===== src/rtl/two_pkg.sv =====
// two_pkg: shared types, constants and tables for the tracking wheel odometry block
// no dependencies
`default_nettype none
package two_pkg;
   localparam int DistWidth  = 32;
   localparam int AngleIters = 16;
   localparam int HalfTurn   = 18000;
   localparam int FullTurn   = 36000;
   localparam int QuarterTurn = 9000;
   localparam logic [19:0] LeverK = 20'd749613;
   localparam logic signed [31:0] CordicGain = 32'sd652032874;

   localparam logic MODE_SAMPLE = 1'b0;
   localparam logic MODE_SET    = 1'b1;
   localparam logic CSR_HOR_LEVER = 1'b0;
   localparam logic CSR_VER_LEVER = 1'b1;

   typedef struct packed {
      logic              mode;
      logic signed [31:0] hor_distance;
      logic signed [31:0] ver_distance;
      logic [15:0]       imu_heading;
      logic signed [31:0] new_x;
      logic signed [31:0] new_y;
      logic              load_x;
      logic              load_y;
   } req_type;

   typedef struct packed {
      logic signed [31:0] pos_x;
      logic signed [31:0] pos_y;
      logic signed [15:0] heading_folded;
   } rsp_type;

   typedef struct packed {
      logic              mode;
      logic signed [31:0] hor_distance;
      logic signed [31:0] ver_distance;
      logic signed [15:0] heading;
      logic signed [31:0] new_x;
      logic signed [31:0] new_y;
      logic              load_x;
      logic              load_y;
   } job_type;

   function automatic logic signed [31:0] atan_entry(input logic [4:0] i);
      logic signed [31:0] r;
      begin
         case (i)
            5'd0: r = 294912000;  5'd1: r = 174096719; 5'd2: r = 91987925;
            5'd3: r = 46694507;   5'd4: r = 23437865;  5'd5: r = 11730358;
            5'd6: r = 5866610;    5'd7: r = 2933484;   5'd8: r = 1466764;
            5'd9: r = 733385;     5'd10: r = 366693;   5'd11: r = 183347;
            5'd12: r = 91673;     5'd13: r = 45837;    5'd14: r = 22918;
            5'd15: r = 11459;     5'd16: r = 5730;     5'd17: r = 2865;
            5'd18: r = 1432;      5'd19: r = 716;      5'd20: r = 358;
            5'd21: r = 179;       5'd22: r = 90;       5'd23: r = 45;
            default: r = 0;
         endcase
         atan_entry = r;
      end
   endfunction
endpackage
`default_nettype wire


===== src/rtl/two_front.sv =====
// two_front: accepts transactions, folds the heading, two-entry queue to the back end
// depends on two_pkg
`default_nettype none
module two_front (
   input  wire logic              clock,
   input  wire logic              reset,
   input  wire logic              req_valid,
   output logic                   req_stall,
   input  wire two_pkg::req_type  req_data,
   output logic                   job_valid,
   input  wire logic              job_take,
   output two_pkg::job_type       job_data
);
   two_pkg::job_type q_ff [2];
   logic [1:0] cnt_ff, cnt_in;
   logic       rd_ff, rd_in, wr_ff, wr_in;
   logic       push, pop;
   logic [16:0] h_raw, h_red;
   logic signed [16:0] h_fold;
   two_pkg::job_type new_job;

   always_comb begin
      h_raw = {1'b0, req_data.imu_heading};
      h_red = (h_raw >= 17'(two_pkg::FullTurn)) ? h_raw - 17'(two_pkg::FullTurn) : h_raw;
      h_fold = (h_red > 17'(two_pkg::HalfTurn)) ? $signed(h_red - 17'(two_pkg::FullTurn))
                                                : $signed(h_red);
      new_job.mode = req_data.mode;
      new_job.hor_distance = req_data.hor_distance;
      new_job.ver_distance = req_data.ver_distance;
      new_job.heading = h_fold[15:0];
      new_job.new_x = req_data.new_x;
      new_job.new_y = req_data.new_y;
      new_job.load_x = req_data.load_x;
      new_job.load_y = req_data.load_y;
   end

   assign req_stall = (cnt_ff == 2'd2);
   assign push = req_valid && !req_stall;
   assign job_valid = (cnt_ff != 2'd0);
   assign pop = job_valid && job_take;
   assign job_data = q_ff[rd_ff];

   always_comb begin
      cnt_in = cnt_ff + 2'(push) - 2'(pop);
      rd_in = rd_ff ^ pop;
      wr_in = wr_ff ^ push;
   end

   always_ff @(posedge clock) begin
      if (reset) begin
         cnt_ff <= '0;
         rd_ff <= 1'b0;
         wr_ff <= 1'b0;
      end else begin
         cnt_ff <= cnt_in;
         rd_ff <= rd_in;
         wr_ff <= wr_in;
      end
      if (push) q_ff[wr_ff] <= new_job;
   end
endmodule
`default_nettype wire


===== config.mk =====
export PLATFORM = sky130hd
export DESIGN_NAME = two_front
export DESIGN_NICKNAME = d
export VERILOG_FILES = /design/src/rtl/two_pkg.sv /design/src/rtl/two_front.sv
export SDC_FILE = /design/constraint.sdc
export NUM_CORES = 1
export LEC_CHECK = 0
export CAP_MARGIN = 20
export CORE_MARGIN = 3
export CORE_UTILIZATION = 57
export DETAILED_ROUTE_END_ITERATION = 7
export DONT_BUFFER_PORTS = 1
export PLACE_DENSITY_LB_ADDON = 0.08
export SLEW_MARGIN = 10
export SYNTH_ARGS = -nofsm -noshare
export SYNTH_HDL_FRONTEND = slang
export SYNTH_SLANG_ARGS = --single-unit
export TNS_END_PERCENT = 20

===== constraint.sdc =====
create_clock -name clock -period 6.6 [get_ports clock]
set_clock_uncertainty 0.2 [all_clocks]
set_input_delay 0.66 -clock clock [delete_from_list [all_inputs] [get_ports clock]]
set_output_delay 0.66 -clock clock [all_outputs]
set_load 0.1 [all_outputs]

# == Word-level counts from Yosys, hierarchy flattened ==
# Memory sizes are Yosys's and may differ from the RTL's. A register that Yosys moved wholly into a read port is not among the register bits.
# Cells that the tools add are included.
# op_classes
n_lt_le_gt_ge,2
n_bitwise,2
n_reduce_logical,4
n_mux,5
n_eq_ne,1
add_sub_neg,4
# op_table
op,n
$gt 17x15->1 const B,1
$mux 17,1
$sub 16x16->17 const B,1
$ge 16x16->1 const B,1
$mux 16,1
$sub 16x16->16 const B,1
$mux 1,3
$add 2x1->2,1
$eq 2x2->1 const B,1
$logic_and 1x1->1,2
$reduce_bool 2->1,1
$sub 2x1->2,1
$xor 1x1->1,2
$logic_not 1->1,1
# word_totals
mem_bits_rw,294
memories,1
inputBits,151
wordCells,22
register_bits,4
# memory_table
name,depth,width,read_ports,rd_ports_with_merged_regs,wr,line,source
q_ff,2,147,1,1,1,two_front.sv:14,two_pkg::job_type q_ff [2];

# == Longest topological paths before layout ==
# Gate-level depths: netlist of the first run.
# logic_depth
word_depth,5
ltp_mapped,16

# == Least setup slack after synthesis of the first run ==
# OpenSTA, ideal clock, no wires.
# synth_timing
kind,input -> register
startpoint,input port req_valid
endpoint,"memory q_ff[1][0] (netlist name), enable pin"
t_arrival_ps,4211
path_slack_ps,1664
path_stages,3
cell_sequence,nand2_1 > inv_1 > ha_1
# synth_between
elab_chain_cells,3
# synth_lines
element,line,source
"start, declared",two_front.sv:7,"input wire logic req_valid,"
$logic_and 1x1->1,two_front.sv:38,assign push = req_valid && !req_stall;
$mux 1,two_front.sv:59,if (push) q_ff[wr_ff] <= new_job;
$mux 1 (not written as such),two_front.sv:59,
"end, declared",two_front.sv:14,
# Every way passes these cells.

# == Worst setup path after layout of the first run ==
# layout_timing
startpoint,input port req_data[68] (netlist name)
endpoint,"memory q_ff[0][73] (netlist name), data pin"
# layout_between
elab_chain_cells,4
elab_cells_between_ends,6
# layout_lines
element,line,source
"start, declared",two_front.sv:9,"input wire two_pkg::req_type req_data,"
$sub 16x16->17 / $ge 16x16->1 (equally long branches),two_front.sv:24,h_red = (h_raw >= 17'(two_pkg::FullTurn)) ? h_raw - 17'(two_pkg::FullTurn) : h_raw;
$mux 17 *,two_front.sv:24,
$sub 16x16->16 / $gt 17x15->1 (equally long branches),two_front.sv:25,h_fold = (h_red > 17'(two_pkg::HalfTurn)) ? $signed(h_red - 17'(two_pkg::FullTurn))
$mux 16 *,two_front.sv:25,
net h_fold[7],two_front.sv:19,logic signed [16:0] h_fold;
# Mark *: on every way through the listed nets, which the timed path passes. The rest lies on a longest branch.

==> impl_metrics.csv, run 1 <==
group,metric,value,unit
detailed_routing,detail_route.vias_per_cell,5.618,
detailed_routing,drc,0,
synth,ys.flop_type,"edfxtp_1",
synth,syn_nets,769,
worst_hold_path,holdCritPathClass,"in -> reg",
synth,syn_avg_cell_area,19.00,µm²
cts,ctsResizeCount,0,
sta,hold_viol_final,0,
cts,numCtsBuffers,30,
cts,clk_pin_slew,60,ps
die,rows,51,
detailed_routing,drt_iter0_drc,329,
sta,setup_violations,0,
synth,synth_top_family_by_area,"multiplexers",
critical_path,critPathTopFamily,"compound AO/OA/AOI/OAI gates",
synth,synth_xor_xnor_area_share,0.9790,%
synth,synth_seq_cells,298,
global_route,track_usage,20.01,%
sta,slew_headroom,36.44,%
pwr,peakVddDrop,304.1,µV
pwr,combPwrFrac,42.2,%
detailed_routing,final_antenna_net_count,0,
finish,n_antenna_cell,0,
die,dieArea,0.02215,mm²
die,core,0.01978,mm²
cts,cts_tree,"done",
cts,clock_path_buffers,3,
sta,worst_pin_slew,953.4,ps
critical_path,path_cells,"or4_4 -> nor4_4 -> o21a_2 -> nor2_1 -> a21oi_1 -> ha_1 -> o21ai_0 -> a21oi_1 -> nor4_4 -> o21ai_4 -> o221ai_1 -> o21ba_1 -> xor2_1",
place,portBuffers,0,
detailed_routing,wl_per_cell,21.96,µm
die,fp.dieW,148.8,µm
cts,htreeDepth,1,
sta,period_share,54.44,%
synth,synthesis.instances,612,
critical_path,crit_buf_inv,0,
cts,clkLatencyLatePin,540,ps
cts,hold_buffers,137,
place,dp_hpwl,14.71,mm
synth,ys_warn_count,0,
place,post_dp_cell_area,0.01194,mm²
finish,num-fill-cells,1207,
critical_path,worst_ep_required_time,6780,ps
synth,ys_types,54,
sta,rsz0062_at_grt,"no",
critical_path,crit_type,"in -> reg",
status,status,"complete, no violations",
global_route,overflow,0,
cts,cts_root_buf,"clkbuf_16",
run,cap_violations,0,
critical_path,cp.arrival,3770,ps
global_route,grt_pass1_wl,34.52,mm
synth,ys_seq_area_share,76.60,%
sta,slew_viol_final,0,
synth,synthAdderAreaFrac,0.6455,%
synth,synth_compound_area_share,3.055,%
die,start_util,58.79,%
global_route,antenna_found_initial,0,
pwr,p_seq_share,34.7,%
critical_path,path_max_fanout,16,
finish,area.growth.synth_to_final,22.97,%
synth,synth-simple-area-share,3.131,%
critical_path,cp_slowest_cell,"or4_4",
pwr,clockPowerShare,23.1,%
die,boundaryPins,300,
finish,nets,922,
detailed_routing,vias,5910,
detailed_routing,drt-pass1-iter-count,5,
sta,timing.setup.tns,0,ps
global_route,grt_max_degree,72,
pwr,p_int,3.850,mW
synth,async_flop_share,0,%
cts,clock_sinks,298,
cts,postCtsSetupRepairBufs,0,
detailed_routing,finalWirelength,23.10,mm
synth,synthMuxAreaShare,14.51,%
critical_path,crit_path_end_kind,"flop",
synth,syn_area,0.01163,mm²
pwr,power.net_switching,3.350,mW
global_route,grt_pass1_vias,6231,
sta,fin_crit,3593,ps
finish,fin_area,0.01430,mm²
pwr,cellPowerDensity,503.4,mW/mm²
synth,synth_edf_count,294,
die,dieHeight,148.8,µm
pwr,leakage,4.785,nW
finish,drive_above_1_share,27.57,%
critical_path,start_kind,"primary input",
sta,max_clock_freq,0.2783,GHz
place,globalplace.congestion,0.8602,
pwr,swShare,46.53,%
critical_path,critPathMaxStageDelay,560,ps
## final timing paths
check                       startpoint               endpoint  slack (ps)  depth (start not counted)
hold reg to reg   cnt_ff[1]$_SDFF_PP0_   cnt_ff[1]$_SDFF_PP0_         370                          2
hold / removal            req_data[73]  q_ff[1][73]$_DFFE_PP_         150                          1
setup reg to reg  cnt_ff[0]$_SDFF_PP0_  q_ff[0][28]$_DFFE_PP_        4120                          5
setup / recovery          req_data[68]  q_ff[0][73]$_DFFE_PP_        3010                         13
## area by class of cell
type                       instances  area, µm²  share of cell area [%]
clock inverter                    21      202.7                   1.417
sequential                       298       8912                   62.32
inverter                           9      33.78                  0.2362
clock buffer                      33      783.3                   5.477
multi-input combinational        283       2621                   18.33
timing repair buffer             143       1416                   9.904
tap                              265      331.6                   2.318
## synth_stat cells, drive strengths merged (5+ instances only)
library cell    n  share of area, %
edfxtp        294                76
mux2          149                14
nor2           18              0.58
clkbuf         15              0.48
a21oi          14              0.63
nand2          12              0.39
o21ai          10              0.53
inv             9              0.29
xnor2           9              0.68
buf             7              0.30
ha              6              0.65
nor2b           6              0.32
nor3            6              0.26
a31oi           5              0.27
nand3           5              0.26
## state kept, by name (all words and copies together), names as in the netlist
name	flops
cnt_ff	2
wr_ff	1
rd_ff	1
q_ff	294
## routing by layer
layer / vias to the layer above / track usage (%) / part of all wire (%) / wire, µm
li1: 2707 / - / - / -
met1: 2884 / 22.80 / 35 / 8162
met2: 255 / 34.87 / 51 / 11810
met3: 64 / 7.293 / 9.7 / 2236
met4: 0 / 7.277 / 3.9 / 892
met5: - / 0 / 0 / 0
## layout by cell type, fill, tap and decap left out, types with 2 or more instances in the layout
cell and n:
a21oi_1 13, a31oi_1 5, and2_1 2, buf_4 6, bufinv_16 4, clkbuf_1 2, clkbuf_16 31, clkinv_1 6
clkinv_2 9, clkinvlp_4 2, dfxtp_1 3, dlygate4sd3_1 137, edfxtp_1 294, ha_1 4, ha_4 2, inv_1 8
mux2_2 149, nand2_1 12, nand2b_1 4, nand3_1 4, nand4_1 2, nor2_1 18, nor2b_1 6, nor3_1 6
nor4_4 2, o21a_1 2, o21ai_0 6, o21ai_1 3, o31ai_1 3, xnor2_1 9, xor2_1 4
## power groups by stage
stage | clock network, mW | logic (mW) | registers [mW]
detailed placement | 0 | 2.97 | 2.54
global route | 1.78 | 3.12 | 2.52
CTS | 1.70 | 3.06 | 2.50
global placement | 0 | 2.97 | 2.52
finish | 1.66 | 3.04 | 2.50
floorplan | 0 | 2.79 | 2.53
## stage by stage
stage	utilization [%]	power (mW)	setup slack [ps]	hold slack (ps)	std cells
floorplan	-	5.324	1664	299.4	612
global placement	60.38	5.486	2645	320.9	861
detailed placement	60.38	5.512	2489	363.1	861
CTS	72.30	7.263	3018	121.5	1052
global route	72.30	7.419	2843	129.7	1052
finish	72.30	7.199	3007	146.1	1052
## logic make-up (layout without fill, tap and decap cells)
group | after synthesis | in the layout
AOI/OAI and AO/OA | 49 | 49
xor gates and xnor gates | 13 | 13
adders and majority gates | 6 | 6
buffers and inverters | 31 | 206
DFF | 298 | 298
muxes | 150 | 150
and+or+nand+nor | 65 | 65
No activity file was read; power rests on OpenSTA's default activity.
==> run 2, diff against run 1 <==
- ABC_AREA: not set -> 1
- clock period: 6.6 -> 3.65 ns (I/O delays scaled with it)
==> run 2 against run 1 <==
Against the previous run: non-clock buffer count rose by 102; die area increased by 1.9%; synthesized cell count is 65% higher; via count rose by 32%; count of clock-buffer cells in the layout rose by 4; synthesized area grew 2.0%; worst setup slack got worse by 2300 ps; critical path depth is 10 lower.
==> impl_metrics.csv, run 2 <==
group,metric,value,unit
critical_path,critPathTopFamily,"simple AND/OR/NAND/NOR gates",
detailed_routing,detail_route.vias_per_cell,5.030,
global_route,overflow,0,
sta,rsz0062_at_grt,"no",
synth,synth_common_cells,"nand2_1 (550), edfxtp_1 (294), clkbuf_1 (31), nand3_1 (31), inv_1 (30)",
sta,slew_headroom,25.03,%
critical_path,crit_buf_inv,1,
synth,synth.area.top_cells,"edfxtp_1 (74%), nand2_1 (17%), nand3_1 (1.3%), clkbuf_1 (0.98%), inv_1 (0.95%)",
synth,synth_seq_cells,298,
finish,reg.largest.list,"q_ff: 294 flops, cnt_ff: 2 flops",
worst_hold_path,holdCritPathClass,"in -> reg",
sta,fin_crit,2899,ps
place,post_dp_cell_area,0.01293,mm²
detailed_routing,drc,0,
cts,numCtsBuffers,29,
synth,synthesis.instances,1012,
critical_path,r2r-end,"rd_ff$_SDFF_PP0_",
cts,clk_pin_slew,60,ps
finish,drive_above_1_share,13.44,%
detailed_routing,drt_iter0_drc,589,
critical_path,start_kind,"flop",
finish,seqCellArea,0.008912,mm²
synth,syn_area,0.01186,mm²
cts,clock_sinks,298,
worst_hold_path,holdPathStages,4,
die,dieHeight,150.2,µm
sta,worst_pin_slew,1123,ps
finish,final_cell_mix,"nand2_1 (550), edfxtp_1 (294), dlygate4sd3_1 (139)",
run,cap_violations,0,
sta,whs,79.48,ps
finish,final_common_cell,"nand2_1",
global_route,track_usage,22.55,%
finish,fin_area,0.01524,mm²
sta,period_share,79.43,%
worst_hold_path,min_from,"req_data[71]",
critical_path,path_max_fanout,69,
synth,async_flop_share,0,%
finish,multiInputGateArea,0.002695,mm²
place,globalplace.congestion,0.8380,
cts,clock_path_buffers,3,
sta,max_clock_freq,0.3449,GHz
cts,cts_tree,"done",
detailed_routing,vias,7782,
sta,slew_viol_final,0,
synth,ys_seq_area_share,75.12,%
cts,cts_root_buf,"clkbuf_16",
critical_path,critical_path.most_common_cell,"nand2_1",
finish,num-fill-cells,1291,
die,start_util,58.23,%
synth,syn_nets,1169,
place,dp_hpwl,15.89,mm
synth,ys.flop_type,"edfxtp_1",
critical_path,cp.arrival,2330,ps
synth,syn_avg_cell_area,11.72,µm²
critical_path,rrSetupSlack,1330,ps
finish,largest_register_ff_count,294,
sta,setup_violations,0,
status,status,"complete, no violations",
die,rows,52,
critical_path,critPathMaxStageDelay,740,ps
critical_path,worst_ep_required_time,3080,ps
global_route,grt_max_degree,149,
finish,area.growth.synth_to_final,28.52,%
critical_path,crit_path_end_kind,"output pin",
worst_hold_path,min_to,"q_ff[1][71]$_DFFE_PP_",
cts,clkLatencyLatePin,520,ps
finish,top_register,"q_ff",
synth,ys_warn_count,0,
sta,timing.setup.tns,0,ps
synth,yosysTopAreaCell,"edfxtp_1",
synth,yosysTopAreaCellShare,74.45,%
cts,htreeDepth,1,
detailed_routing,finalWirelength,26.59,mm
die,dieArea,0.02257,mm²
detailed_routing,drt-pass1-iter-count,5,
critical_path,cp_slowest_cell,"nand2_1",
critical_path,crit_type,"reg -> out",
detailed_routing,wl_per_cell,17.19,µm
critical_path,ff2ff_path_depth,5,
sta,hold_viol_final,0,
synth,yosysMostFrequentCell,"nand2_1",
critical_path,path_cells,"inv_4 -> nand2_1 -> nand2_1",
die,fp.dieW,150.2,µm
detailed_routing,final_antenna_net_count,0,
global_route,grt_pass1_vias,7445,
place,portBuffers,0,
critical_path,r2r-start,"rd_ff$_SDFF_PP0_",
cts,ctsResizeCount,0,
global_route,grt_pass1_wl,39.65,mm
finish,nets,1408,
die,core,0.02036,mm²
synth,synth_edf_count,294,
global_route,antenna_found_initial,3,
die,boundaryPins,300,
synth,ys_types,31,
run 2: changes by cell type after synthesis, sizes merged, moves of 8 or more:
cell,previous run,this run
clkbuf,15,31
mux2,149,0
a21oi,14,4
xnor2,9,1
nand3,5,34
o21ai,10,1
inv,9,33
nand2,12,561
run 2: how the worst max path moves through the flow:
stage                    startpoint                     to  slack, ps  depth (start not counted)
2_1_floorplan  cnt_ff[1]$_SDFF_PP0_   q_ff[1][0]$_DFFE_PP_      -1060                          4
3_3_place_gp           req_data[71]  q_ff[0][71]$_DFFE_PP_        810                         20
3_5_place_dp           req_data[71]  q_ff[0][71]$_DFFE_PP_        760                         20
4_1_cts            rd_ff$_SDFF_PP0_           job_data[24]        700                          5
5_1_grt            rd_ff$_SDFF_PP0_           job_data[24]        590                          5
6_report           rd_ff$_SDFF_PP0_           job_data[42]        750                          3
run 2: worst register-to-register path, cell delays in order, from the launching register on:
cell and delay, ps:
dfxtp_4 360, inv_4 530, buf_12 360, nand2_1 100, a21oi_1 140, dlygate4sd3_1 570
run 2: what timing repair did:
action / in CTS / in global routing
hold buffers: 139 / 0
setup buffers: 0 / 0
endpoints found under the hold margin: 278 / 0
endpoints found under the setup margin: 0 / 0
run 2: kinds of logic (layout without fill, tap and decap cells):
family	count (synthesis)	count (layout)	share of synthesized area (%)
compound gates	6	6	0.3376
buf+inv	70	330	2.384
fa+ha+maj	6	6	0.6330
xor+xnor	6	6	0.4431
simple gates	626	626	21.08
other cells	0	5	0
flops	298	298	75.12
run 2: metal layers:
layer / global-route usage [%] / wire length [µm] / up-vias
li1: - / - / 3840
met1: 27.16 / 9948 / 3619
met2: 39.13 / 13580 / 268
met3: 5.810 / 2096 / 55
met4: 8.737 / 958 / 0
met5: 0 / 0 / -
run 2: area by class of cell:
cell class | instances | share of cell area, %
antenna | 5 | 0.08209
clock inverter | 15 | 0.9933
tap | 270 | 2.217
sequential | 298 | 58.48
clock buffer | 37 | 4.959
timing repair buffer | 245 | 14.76
inverter | 33 | 0.8292
multi-input combinational | 644 | 17.68
run 2: through the flow:
| stage | setup slack, ps | util (%) | std cells |
|---|---|---|---|
| after global routing | 591.3 | 74.82 | 1545 |
| after CTS | 704.6 | 74.78 | 1542 |
| after global placement | 809.7 | 63.49 | 1351 |
| after detailed placement | 764.8 | 63.49 | 1351 |
| final | 751.0 | 74.84 | 1547 |
| after floorplan | -1060 | - | 1012 |
Power of run 2 is not shown: default switching activity piles up to over one toggle a cycle in this logic, so the estimate is an artifact.
